File: config.mk
export PLATFORM = sky130hd
export DESIGN_NAME = combined_lcg_shuffle_rng_unit
export DESIGN_NICKNAME = d
export VERILOG_FILES = /design/src/rtl/core/clsrng_pkg.sv /design/src/rtl/core/clsrng_ram.sv /design/src/rtl/core/clsrng_mulmod.sv /design/src/rtl/core/combined_lcg_shuffle_rng_unit.sv
export VERILOG_INCLUDE_DIRS = /design/src /design/src/rtl/core
export SDC_FILE = /design/constraint.sdc
export NUM_CORES = 2
export LEC_CHECK = 0
export ABC_AREA = 1
export BUFFER_PORTS_ARGS = -buffer_cell sky130_fd_sc_hd__buf_2
export CAP_MARGIN = 40
export CORE_MARGIN = 3
export CORE_UTILIZATION = 32
export CTS_BUF_LIST = sky130_fd_sc_hd__clkbuf_2 sky130_fd_sc_hd__clkbuf_4 sky130_fd_sc_hd__clkbuf_8
export DETAILED_ROUTE_END_ITERATION = 16
export PLACE_DENSITY = 0.47
export REMOVE_ABC_BUFFERS = 1
export SLEW_MARGIN = 10
export SYNTH_ARGS = -nofsm -noshare
export SYNTH_HDL_FRONTEND = slang
export SYNTH_HIERARCHICAL = 1
export SYNTH_SLANG_ARGS = --single-unit
File: constraint.sdc
create_clock -name clock -period 14.3 [get_ports clock]
set_clock_uncertainty 0.1 [all_clocks]
set_input_delay 1.43 -clock clock [delete_from_list [all_inputs] [get_ports clock]]
set_output_delay 1.43 -clock clock [all_outputs]
set_load 0.03 [all_outputs]
File: src/rtl/core/combined_lcg_shuffle_rng_unit_assert.svh
// Assertion macros for the combined LCG shuffle generator.
`ifndef COMBINED_LCG_SHUFFLE_RNG_UNIT_ASSERT_SVH
`define COMBINED_LCG_SHUFFLE_RNG_UNIT_ASSERT_SVH
`ifndef SYNTHESIS
`define CLSRNG_ASSERT(label, clk, rst, prop) \
   label: assert property (@(posedge clk) disable iff (rst) (prop)) \
      else $error("clsrng: invariant violated");
`define CLSRNG_ASSERT_IMPL(label, clk, rst, ante, cons) \
   label: assert property (@(posedge clk) disable iff (rst) (ante) |-> (cons)) \
      else $error("clsrng: implication violated");
`else
`define CLSRNG_ASSERT(label, clk, rst, prop)
`define CLSRNG_ASSERT_IMPL(label, clk, rst, ante, cons)
`endif
`endif

File: src/rtl/core/clsrng_pkg.sv
package clsrng_pkg;

   localparam int VAL_W  = 31;
   localparam int SEED_W = 32;

   localparam logic [VAL_W-1:0] M1 = 31'd2147483563;
   localparam logic [VAL_W-1:0] M2 = 31'd2147483399;
   localparam logic [15:0]      A1 = 16'd40014;
   localparam logic [15:0]      A2 = 16'd40692;
   localparam logic [7:0]       C1 = 8'd85;
   localparam logic [7:0]       C2 = 8'd249;

   localparam logic [VAL_W-1:0] OUT_MAX = 31'd2147483562;

   typedef enum logic {
      OP_DRAW = 1'b0,
      OP_SEED = 1'b1
   } op_type;

endpackage

File: src/rtl/core/clsrng_ram.sv
module clsrng_ram #(
   parameter int WIDTH = 31,
   parameter int DEPTH = 32
) (
   input  logic                     clock,
   input  logic                     wr_en,
   input  logic [$clog2(DEPTH)-1:0] wr_addr,
   input  logic [WIDTH-1:0]         wr_data,
   input  logic                     rd_en,
   input  logic [$clog2(DEPTH)-1:0] rd_addr,
   output logic [WIDTH-1:0]         rd_data
);

   logic [WIDTH-1:0] mem_ff [DEPTH];
   logic [WIDTH-1:0] rd_data_ff;

   always_ff @(posedge clock) begin
      if (wr_en) begin
         mem_ff[wr_addr] <= wr_data;
      end
      if (rd_en) begin
         rd_data_ff <= mem_ff[rd_addr];
      end
   end

   assign rd_data = rd_data_ff;

endmodule

File: src/rtl/core/clsrng_mulmod.sv
module clsrng_mulmod (
   input  logic                           clock,
   input  logic [clsrng_pkg::VAL_W-1:0]   operand,
   input  logic [15:0]                    multiplier,
   input  logic [7:0]                     fold,
   input  logic [clsrng_pkg::VAL_W-1:0]   modulus,
   output logic [clsrng_pkg::VAL_W-1:0]   result
);
   import clsrng_pkg::*;

   logic [46:0]      prod_ff;
   logic [46:0]      prod_in;
   logic [15:0]      hi;
   logic [30:0]      lo;
   logic [23:0]      hi_fold;
   logic [31:0]      total;
   logic [31:0]      reduced;

   assign prod_in = {16'd0, operand} * {31'd0, multiplier};

   always_ff @(posedge clock) begin
      prod_ff <= prod_in;
   end

   assign hi      = prod_ff[46:31];
   assign lo      = prod_ff[30:0];
   assign hi_fold = {8'd0, hi} * {16'd0, fold};
   assign total   = {8'd0, hi_fold} + {1'b0, lo};
   assign reduced = (total >= {1'b0, modulus}) ? total - {1'b0, modulus} : total;
   assign result  = reduced[VAL_W-1:0];

endmodule

File: src/rtl/core/combined_lcg_shuffle_rng_unit.sv
// Combined two-modulus multiplicative generator with a shuffle table,
// raw integer output. A seed beat (operation 1) loads both generators with
// max(seed+1,1), saturated at 2^31-1, and runs TABLE_DEPTH+8 steps of the first
// generator to fill the table, each step being a registered multiply followed
// by a fold-and-reduce, and returns no beat. A draw beat (operation 0) returns
// one beat: advance both generators and compute the table index, read the table
// entry from its registered-read memory, then, once the output register is free,
// combine and write the entry back. One beat is in flight at a time, so a new
// beat is not accepted until the previous one has finished; a finished result
// waits in the output register while the next beat is accepted.
// Draws issued before the first seed read unwritten table entries and give
// undefined values.
`include "combined_lcg_shuffle_rng_unit_assert.svh"
module combined_lcg_shuffle_rng_unit #(
   parameter int TABLE_DEPTH = 32
) (
   input  logic                                  clock,
   input  logic                                  reset,
   input  logic                                  req_valid,
   output logic                                  req_stall,
   input  clsrng_pkg::op_type                    req_operation,
   input  logic signed [clsrng_pkg::SEED_W-1:0]  req_seed_value,
   output logic                                  rsp_valid,
   input  logic                                  rsp_stall,
   output logic [clsrng_pkg::VAL_W-1:0]          rsp_random_value
);
   import clsrng_pkg::*;

   localparam int IW = $clog2(TABLE_DEPTH);
   localparam int JW = $clog2(TABLE_DEPTH + 8);
   localparam int PW = VAL_W + IW + 1;
   localparam logic [VAL_W-1:0] NDIV =
      VAL_W'(1 + (64'(M1) - 64'd1) / TABLE_DEPTH);

   typedef enum logic [2:0] {
      S_IDLE,
      S_DRAW_IDX,
      S_DRAW_OUT,
      S_SEED_MUL,
      S_SEED_RED
   } state_type;

   state_type        state_ff, state_in;
   logic [VAL_W-1:0] s1_ff, s1_in;
   logic [VAL_W-1:0] s2_ff, s2_in;
   logic [VAL_W-1:0] last_ff, last_in;
   logic [JW-1:0]    step_ff, step_in;
   logic [IW-1:0]    idx_ff, idx_in;
   logic             rsp_valid_ff, rsp_valid_in;
   logic [VAL_W-1:0] rsp_value_ff, rsp_value_in;
   logic [IW-1:0]    est_ff;

   logic [VAL_W-1:0] red1, red2;
   logic [PW-1:0]    est_prod;
   logic [IW:0]      est_plus;
   logic [PW-1:0]    thr;
   logic [IW:0]      idx_wide;
   logic [IW-1:0]    idx_calc;
   logic [VAL_W-1:0] seed_start;
   logic [31:0]      diff;
   logic [31:0]      y_wide;
   logic             accept;
   logic             draw_done;

   logic             wr_en;
   logic [IW-1:0]    wr_addr;
   logic [VAL_W-1:0] wr_data;
   logic             rd_en;
   logic [VAL_W-1:0] rd_data;

   clsrng_mulmod u_gen1 (
      .clock      (clock),
      .operand    (s1_ff),
      .multiplier (A1),
      .fold       (C1),
      .modulus    (M1),
      .result     (red1)
   );

   clsrng_mulmod u_gen2 (
      .clock      (clock),
      .operand    (s2_ff),
      .multiplier (A2),
      .fold       (C2),
      .modulus    (M2),
      .result     (red2)
   );

   clsrng_ram #(
      .WIDTH (VAL_W),
      .DEPTH (TABLE_DEPTH)
   ) u_table (
      .clock   (clock),
      .wr_en   (wr_en),
      .wr_addr (wr_addr),
      .wr_data (wr_data),
      .rd_en   (rd_en),
      .rd_addr (idx_calc),
      .rd_data (rd_data)
   );

   assign est_prod = PW'(last_ff) * PW'(TABLE_DEPTH);

   always_ff @(posedge clock) begin
      est_ff <= est_prod[VAL_W +: IW];
   end

   assign est_plus = {1'b0, est_ff} + (IW+1)'(1);
   assign thr      = PW'(est_plus) * PW'(NDIV);
   assign idx_wide = (PW'(last_ff) >= thr) ? est_plus : {1'b0, est_ff};
   assign idx_calc = (idx_wide > (IW+1)'(TABLE_DEPTH - 1)) ?
                     IW'(TABLE_DEPTH - 1) : idx_wide[IW-1:0];

   always_comb begin
      priority if (req_seed_value[SEED_W-1]) begin
         seed_start = VAL_W'(1);
      end else if (req_seed_value[VAL_W-1:0] == {VAL_W{1'b1}}) begin
         seed_start = {VAL_W{1'b1}};
      end else begin
         seed_start = req_seed_value[VAL_W-1:0] + VAL_W'(1);
      end
   end

   assign diff   = {1'b0, rd_data} - {1'b0, s2_ff};
   assign y_wide = diff[31] ? diff + ({1'b0, M1} - 32'd1) : diff;

   assign accept    = req_valid && !req_stall;
   assign draw_done = (state_ff == S_DRAW_OUT) && (!rsp_valid_ff || !rsp_stall);

   always_comb begin
      state_in     = state_ff;
      s1_in        = s1_ff;
      s2_in        = s2_ff;
      last_in      = last_ff;
      step_in      = step_ff;
      idx_in       = idx_ff;
      rsp_valid_in = rsp_valid_ff && rsp_stall;
      rsp_value_in = rsp_value_ff;
      wr_en        = 1'b0;
      wr_addr      = idx_ff;
      wr_data      = s1_ff;
      rd_en        = 1'b0;
      unique case (state_ff)
         S_IDLE: begin
            if (accept) begin
               if (req_operation == OP_SEED) begin
                  s1_in    = seed_start;
                  s2_in    = seed_start;
                  step_in  = JW'(TABLE_DEPTH + 7);
                  state_in = S_SEED_MUL;
               end else begin
                  state_in = S_DRAW_IDX;
               end
            end
         end
         S_DRAW_IDX: begin
            s1_in    = red1;
            s2_in    = red2;
            rd_en    = 1'b1;
            idx_in   = idx_calc;
            state_in = S_DRAW_OUT;
         end
         S_DRAW_OUT: begin
            if (draw_done) begin
               wr_en        = 1'b1;
               last_in      = y_wide[VAL_W-1:0];
               rsp_valid_in = 1'b1;
               rsp_value_in = y_wide[VAL_W-1:0];
               state_in     = S_IDLE;
            end
         end
         S_SEED_MUL: begin
            state_in = S_SEED_RED;
         end
         S_SEED_RED: begin
            s1_in   = red1;
            wr_addr = step_ff[IW-1:0];
            wr_data = red1;
            wr_en   = (step_ff < JW'(TABLE_DEPTH));
            if (step_ff == '0) begin
               last_in  = red1;
               state_in = S_IDLE;
            end else begin
               step_in  = step_ff - JW'(1);
               state_in = S_SEED_MUL;
            end
         end
         default: begin
            state_in = S_IDLE;
         end
      endcase
   end

   always_ff @(posedge clock) begin
      if (reset) begin
         state_ff     <= S_IDLE;
         s1_ff        <= VAL_W'(1);
         s2_ff        <= VAL_W'(1);
         last_ff      <= '0;
         step_ff      <= '0;
         idx_ff       <= '0;
         rsp_valid_ff <= 1'b0;
         rsp_value_ff <= '0;
      end else begin
         state_ff     <= state_in;
         s1_ff        <= s1_in;
         s2_ff        <= s2_in;
         last_ff      <= last_in;
         step_ff      <= step_in;
         idx_ff       <= idx_in;
         rsp_valid_ff <= rsp_valid_in;
         rsp_value_ff <= rsp_value_in;
      end
   end

   assign req_stall        = (state_ff != S_IDLE);
   assign rsp_valid        = rsp_valid_ff;
   assign rsp_random_value = rsp_value_ff;

   `CLSRNG_ASSERT(a_no_rw_overlap, clock, reset, !(wr_en && rd_en))
   `CLSRNG_ASSERT_IMPL(a_rd_in_range, clock, reset, rd_en, idx_calc <= IW'(TABLE_DEPTH - 1))
   `CLSRNG_ASSERT_IMPL(a_out_range, clock, reset, rsp_valid_ff, rsp_value_ff <= OUT_MAX)
   `CLSRNG_ASSERT_IMPL(a_rsp_source, clock, reset, $rose(rsp_valid_ff), $past(state_ff) == S_DRAW_OUT)

endmodule

# After elaboration in Yosys (flattened, before gate mapping)
# Memories as Yosys holds them, arrays and structs flattened. A register that Yosys moved wholly into a read port is not among the register bits.
# Cells that the tools add are included.
[word_totals]
latchBits = 0
elab_cells = 94
rom_bits = 0
output_inout_bits = 33
inputBits = 37
mem_count = 1
ram_bits = 992
ff_bits = 235
[op_classes]
magnitude_cmp = 5
n_addsub = 9
n_bitwise = 0
n_mux = 32
multipliers = 5
n_shift = 0
n_eq_ne = 10
n_reduce_logical = 21
n_div = 0
[mem_list]
columns = ["memory", "words", "word_bits", "read_ports", "rd_ports_with_merged_regs", "wr", "line", "source"]
rows = [
  ["u_table.mem_ff", 32, 31, 1, 1, 1, "clsrng_ram.sv:14", "logic [WIDTH-1:0] mem_ff [DEPTH];"],
]
[op_table]
columns = ["cell", "count"]
rows = [
  ["31-bit two-way mux", 10],
  ["31-bit one-hot mux with 2 select lines", 3],
  ["32-bit by 31-bit >= comparator with 1-bit output (second input constant)", 2],
  ["31-bit subtractor (second input constant)", 2],
  ["31-bit by 15-bit multiplier with 46-bit output (second input constant)", 1],
  ["31-bit by 14-bit multiplier with 45-bit output (second input constant)", 1],
  ["23-bit by 31-bit adder with 32-bit output", 1],
  ["24-bit by 31-bit adder with 32-bit output", 1],
  ["31-bit by 32-bit >= comparator with 1-bit output", 1],
  ["31-bit by 31-bit subtractor with 32-bit output", 1],
  ["31-bit by 1-bit adder with 31-bit output (second input constant)", 1],
  ["31-bit adder (second input constant)", 1],
  ["31-bit == test (second input constant)", 1],
  ["6-bit by 25-bit multiplier with 31-bit output (second input constant)", 1],
  ["16-bit by 8-bit multiplier with 24-bit output (second input constant)", 1],
  ["6-bit two-way mux", 4],
  ["16-bit by 7-bit multiplier with 23-bit output (second input constant)", 1],
  ["3-bit one-hot mux with 5 select lines", 1],
  ["6-bit one-hot mux with 2 select lines", 1],
  ["5-bit two-way mux", 2],
  ["2-bit inequality test (second input constant)", 5],
  ["3-bit AND reduction", 3],
  ["2-bit nonzero test", 4],
  ["5-bit by 1-bit adder with 6-bit output (second input constant)", 1],
  ["19 further kinds", 32],
]

# Logic depth before layout (Yosys ltp)
[logic_depth]
ltp_word = 7
ltp_mapped = 40
ltp_nobuf = 38

# Hierarchy
# Netlist, hierarchy kept.
[modules_own_cells]
columns = ["mod", "area_per_inst_um2", "cells_per_inst", "instances", "seq_area_each_um2"]
rows = [
  ["clsrng_ram", 40990.6, 3426, 1, 30719.5],
  ["clsrng_mulmod (u_gen2)", 26111.3, 3815, 1, 940.9],
  ["clsrng_mulmod (u_gen1)", 25933.6, 3765, 1, 940.9],
  ["combined_lcg_shuffle_rng_unit", 12926.1, 2056, 1, 2882.8],
]

# Worst setup path before layout
# Ideal clock, no wire load.
[synth_path]
kind = "flip-flop to flip-flop"
start = "register est_ff[0]"
end = "register u_table.rd_data_ff[0], in the netlist u_table/rd_data[0] (read register of u_table.mem_ff), data pin"
path_stages_with_launch = 35
synth_period_minus_slack_ps = 7157
path_buffers = 3
setup_time_ps = 253
arrival_time_ps = 6804
path_slack_ps = 7143
t_required_ps = 13947
cell_sequence = "dfxtp_1 ha_1 nand3_1 xor2_1 inv_1 fa_1 inv_1 fa_1 xor2_1 ha_1 a21oi_1 inv_1 ha_1 nor2_1 a31oi_1 inv_1 fa_1 xor2_1 ha_1 inv_1 nor3_1 nand4_1 nand3_1 o21ai_0 nand2_1 buf_2 buf_2 clkbuf_1 nand3_1 nand3_1 nand2_1 nand2_1 nand2_1 nand2_1 nand2_1"
[synth_via]
elab_chain_cells = 6
[synth_rtl]
columns = ["item", "line", "source"]
rows = [
  ["start: declaration", "combined_lcg_shuffle_rng_unit.sv:51", "logic [IW-1:0] est_ff;"],
  ["start signal: assignment", "combined_lcg_shuffle_rng_unit.sv:105", "est_ff <= est_prod[VAL_W +: IW];"],
  ["5-bit by 1-bit adder with 6-bit output", "combined_lcg_shuffle_rng_unit.sv:108", "assign est_plus = {1'b0, est_ff} + (IW+1)'(1);"],
  ["6-bit by 25-bit multiplier with 31-bit output", "combined_lcg_shuffle_rng_unit.sv:109", "assign thr = PW'(est_plus) * PW'(NDIV);"],
  ["31-bit by 32-bit >= comparator with 1-bit output", "combined_lcg_shuffle_rng_unit.sv:110", "assign idx_wide = (PW'(last_ff) >= thr) ? est_plus : {1'b0, est_ff};"],
  ["6-bit two-way mux (*)", "combined_lcg_shuffle_rng_unit.sv:110", ""],
  ["6-bit by 5-bit greater-than comparator with 1-bit output", "combined_lcg_shuffle_rng_unit.sv:111", "assign idx_calc = (idx_wide > (IW+1)'(TABLE_DEPTH - 1)) ?"],
  ["5-bit two-way mux (*)", "combined_lcg_shuffle_rng_unit.sv:111", ""],
  ["via idx_calc[1]", "combined_lcg_shuffle_rng_unit.sv:58", "logic [IW-1:0] idx_calc;"],
  ["end: declaration", "clsrng_ram.sv:15", "logic [WIDTH-1:0] rd_data_ff;"],
]
# The timed path passes the listed nets; every way through them passes the cells marked *.
# A chain may end at the register's enable or synchronous reset.

# Final worst setup path
[layout_path]
start = "register est_ff[0]"
end = "register u_table.rd_data_ff[16], in the netlist u_table/rd_data[16] (read register of u_table.mem_ff), data pin"
# The elaborated chain is that of the path after synthesis.

==> summary.md <==
| Metric | Value |
|---|---|
| Vias after detailed routing | 84,330 |
| PortBufs | 69 |
| Max-slew headroom | 0.2402 |
| Final nets | 14,730 |
| Avg Vias per Cell | 4.770 |
| Dominant cell type by area after synthesis | edfxtp_1 |
| Top delay family on crit path | adder cells |
| First-pass GRT wire length | 545,700 um |
| Syn Inst Count | 13,060 |
| Final worst-path cycle share | 0.7048 |
| Syn avg cell area | 8.112 um2 |
| Finished Layout Cells | 17,680 |
| Die area | 338,100 um2 |
| Area Growth Syn to Fin | 9.726% |
| Register area share after synthesis | 0.3349 |
| Chip height | 581.4 um |
| All-Layer GR Usage | 0.2127 |
| Post-layout util | 0.3540 |
| I/O Pins | 70 |
| Core area | 328,400 um2 |
| Final Setup Violations | 0 |
| Endpoint, Worst Hold | est_ff[0] |
| Clock root buffer | clkbuf_8 |
| Max Cap Viol | 0 |
| H-tree levels | 4 |
| Crit end category | flip-flop |
| Vias in the first global route | 83,010 |
| Antenna violations before repair | 10 |
| Count of state elements after synthesis | 1,261 |
| Top cell type's share of synthesized area | 0.2899 |
| CTS Hold Bufs | 0 |
| Buf+Inv Stages, Crit Path | 8 |
| Crit path arrival time | 10,770 ps |
| Top cell by count, worst path | nand2_1 |
| Final hold violations | 0 |
| Drt drc | 0 |
| R2r setup slk | 4220 ps |
| Depth of the most critical reg-to-reg path | 35 |
| Post-synth ARST share | 0 |
| Status | finished clean |
| Mapped Area | 106,000 um2 |
| Setup Slack @ Placement | 4247 ps |
| # clock sinks | 1,261 |
| RSZ-0062 raised after global routing | no |
| Pins Over Slew Limit | 0 |
| Cells after DPL | 17,280 |
| Max Freq | 99.22 MHz |
| Most used flip-flop cell after synthesis | edfxtp_1 |
| 1st-pass router iterations | 6 |
| Req. time, crit path | 14,990 ps |
| Wire per inst | 20.63 um |
| CP startpoint kind | flip-flop |
| R2r startpoint | est_ff[0] |
| DP Wirelength | 262,500 um |
| Initial Utilization | 0.3226 |
| Post-synth EDFFs | 1,023 |
| Area contributors post-synth | edfxtp_1 (29%), fa_1 (20%), nand2_1 (16%) |
| Die span in x | 581.4 um |
| TritonCTS clock tree | yes |
| Min Clock Period, post-route | 10,080 ps |
| Number of gates resized after CTS | 0 |
| Crit path kind | reg -> reg |
| Skew-Pair Late Insertion Delay | 990 ps |
| Synth warnings | 6 |
| Total grt overflow | 0 |
| Hold Path Class | reg -> reg |
| Reg clk slew, reported paths | 70 ps |
| Largest net degree at the start of global routing | 192 |
| CP max stage delay | 780 ps |
| Initial DRC Count | 6,579 |
| Final worst slack | 4221 ps |
| Worst hold slack | 229.1 ps |
| Final WL | 364,600 um |
| CP Max Fanout | 191 |
| Slowest cell on crit path | buf_4 |
| Min-Delay Startpoint | last_ff[26] |
| Cell row count | 210 |
| Worst slew pin tran | 1140 ps |
| Reg2reg end | u_table/rd_data[16] |
| Final ANT Viol Nets | 0 |
| Clock Tree Buf Depth | 4 |
| Fillers | 34,800 |
| Layout cell share with drive strength beyond 1 | 0.05982 |
| Postcts setup bufs | 0 |
| CTS buffer count | 229 |
| Synth cell types | 51 |
| Global placement routability congestion | 0.9263 |
| Hold depth | 0 |
## flip-flops by register name (all words and copies together), names as in the netlist, 6 cells and up
signal            flops
u_table/mem_ff      992
s2_ff                31
u_table/rd_data      31
rsp_random_value     31
s1_ff                31
last_ff              31
u_gen1/prod_ff       47
u_gen2/prod_ff       47
step_ff               6
## worst max-delay path by stage
stage / slack [ps] / cells after the start / endpoint / from
after global routing: 3360 / 35 / u_table/rd_data[30] / est_ff[0]
after CTS: 4130 / 35 / u_table/rd_data[16] / est_ff[0]
after global placement: 4390 / 35 / u_table/rd_data[16] / est_ff[0]
after detailed placement: 4250 / 35 / u_table/rd_data[16] / est_ff[0]
after floorplan: -11520 / 33 / u_table/rd_data[10] / est_ff[0]
final: 4220 / 35 / u_table/rd_data[16] / est_ff[0]
## layer usage
layer,GRT usage,vias to the layer above,share of wire
met2,0.3424,2223,0.45
li1,-,40260,-
met5,0,-,0
met4,0.04838,0,0.024
met1,0.3030,41400,0.47
met3,0.02818,437,0.057
## stage by stage
stage	instance area (um2)	TNS, ps
final	116300	0
after global routing	116300	0
after CTS	116200	0
after detailed placement	111900	0
after global placement	111400	0
after floorplan	104100	-357040
## synth_stat cells, types with 8 or more instances
cell type     n
nand2_1    4458
inv_1      2447
nand3_1    1097
fa_1       1040
edfxtp_1   1023
ha_1        490
nor2_1      457
clkbuf_1    366
a21oi_1     341
dfxtp_1     238
o21ai_0     196
buf_2       131
xor2_1      130
nand4_1      96
o211ai_1     62
o21bai_1     60
buf_4        50
nor3_1       49
nand2_2      33
xnor2_1      33
inv_2        29
nor2_2       27
a31oi_1      25
buf_1        25
o21a_1       21
mux2_2       14
nor2_4       14
nor4_1       12
a21o_1       10
o21ai_1      10
and2_1        9
nand3_2       9
buf_6         8
nand3b_1      8
## cell type report
cell class	instances	area (um2)	share of cell area
multi-input cells	8947	59650	0.5131
flip-flops and latches	1261	35480	0.3052
inverters	2478	9323	0.08018
well taps	4346	5438	0.04677
clock buffers	316	3886	0.03343
repair buffers	246	1972	0.01696
clock inverters	76	490.5	0.004218
diodes	8	20.02	0.0001722
## placed cells by master (no fill, tap or decap), types with 47 or more instances in the layout
cell type  instances
nand2_1         4451
conb_1           206
buf_2             76
edfxtp_1        1023
clkbuf_4          74
o21bai_1          60
nor2_4            47
xor2_1           130
a21oi_1          341
nand3_1         1097
clkbuf_8         242
o211ai_1          62
inv_1           2446
nand4_1           96
fa_1            1040
buf_4            147
o21ai_0          196
dfxtp_1          238
nor3_1            49
ha_1             490
nor2_1           422
## cells by family (layout without fill, tap and decap cells)
kind of cell    Yosys count  count (layout)  share of synthesized area
buf+inv                3058            3116                     0.1122
compound gates          741             741                    0.03939
mux                      14              14                   0.001488
simple gates           6292            6292                     0.2440
flops                  1261            1261                     0.3349
other cells               2             214                 0.00007087
xor+xnor                164             164                    0.01363
fa+ha+maj              1530            1530                     0.2543
Power is not shown: default switching activity piles up to over one toggle a cycle in this logic, so the estimate is an artifact.
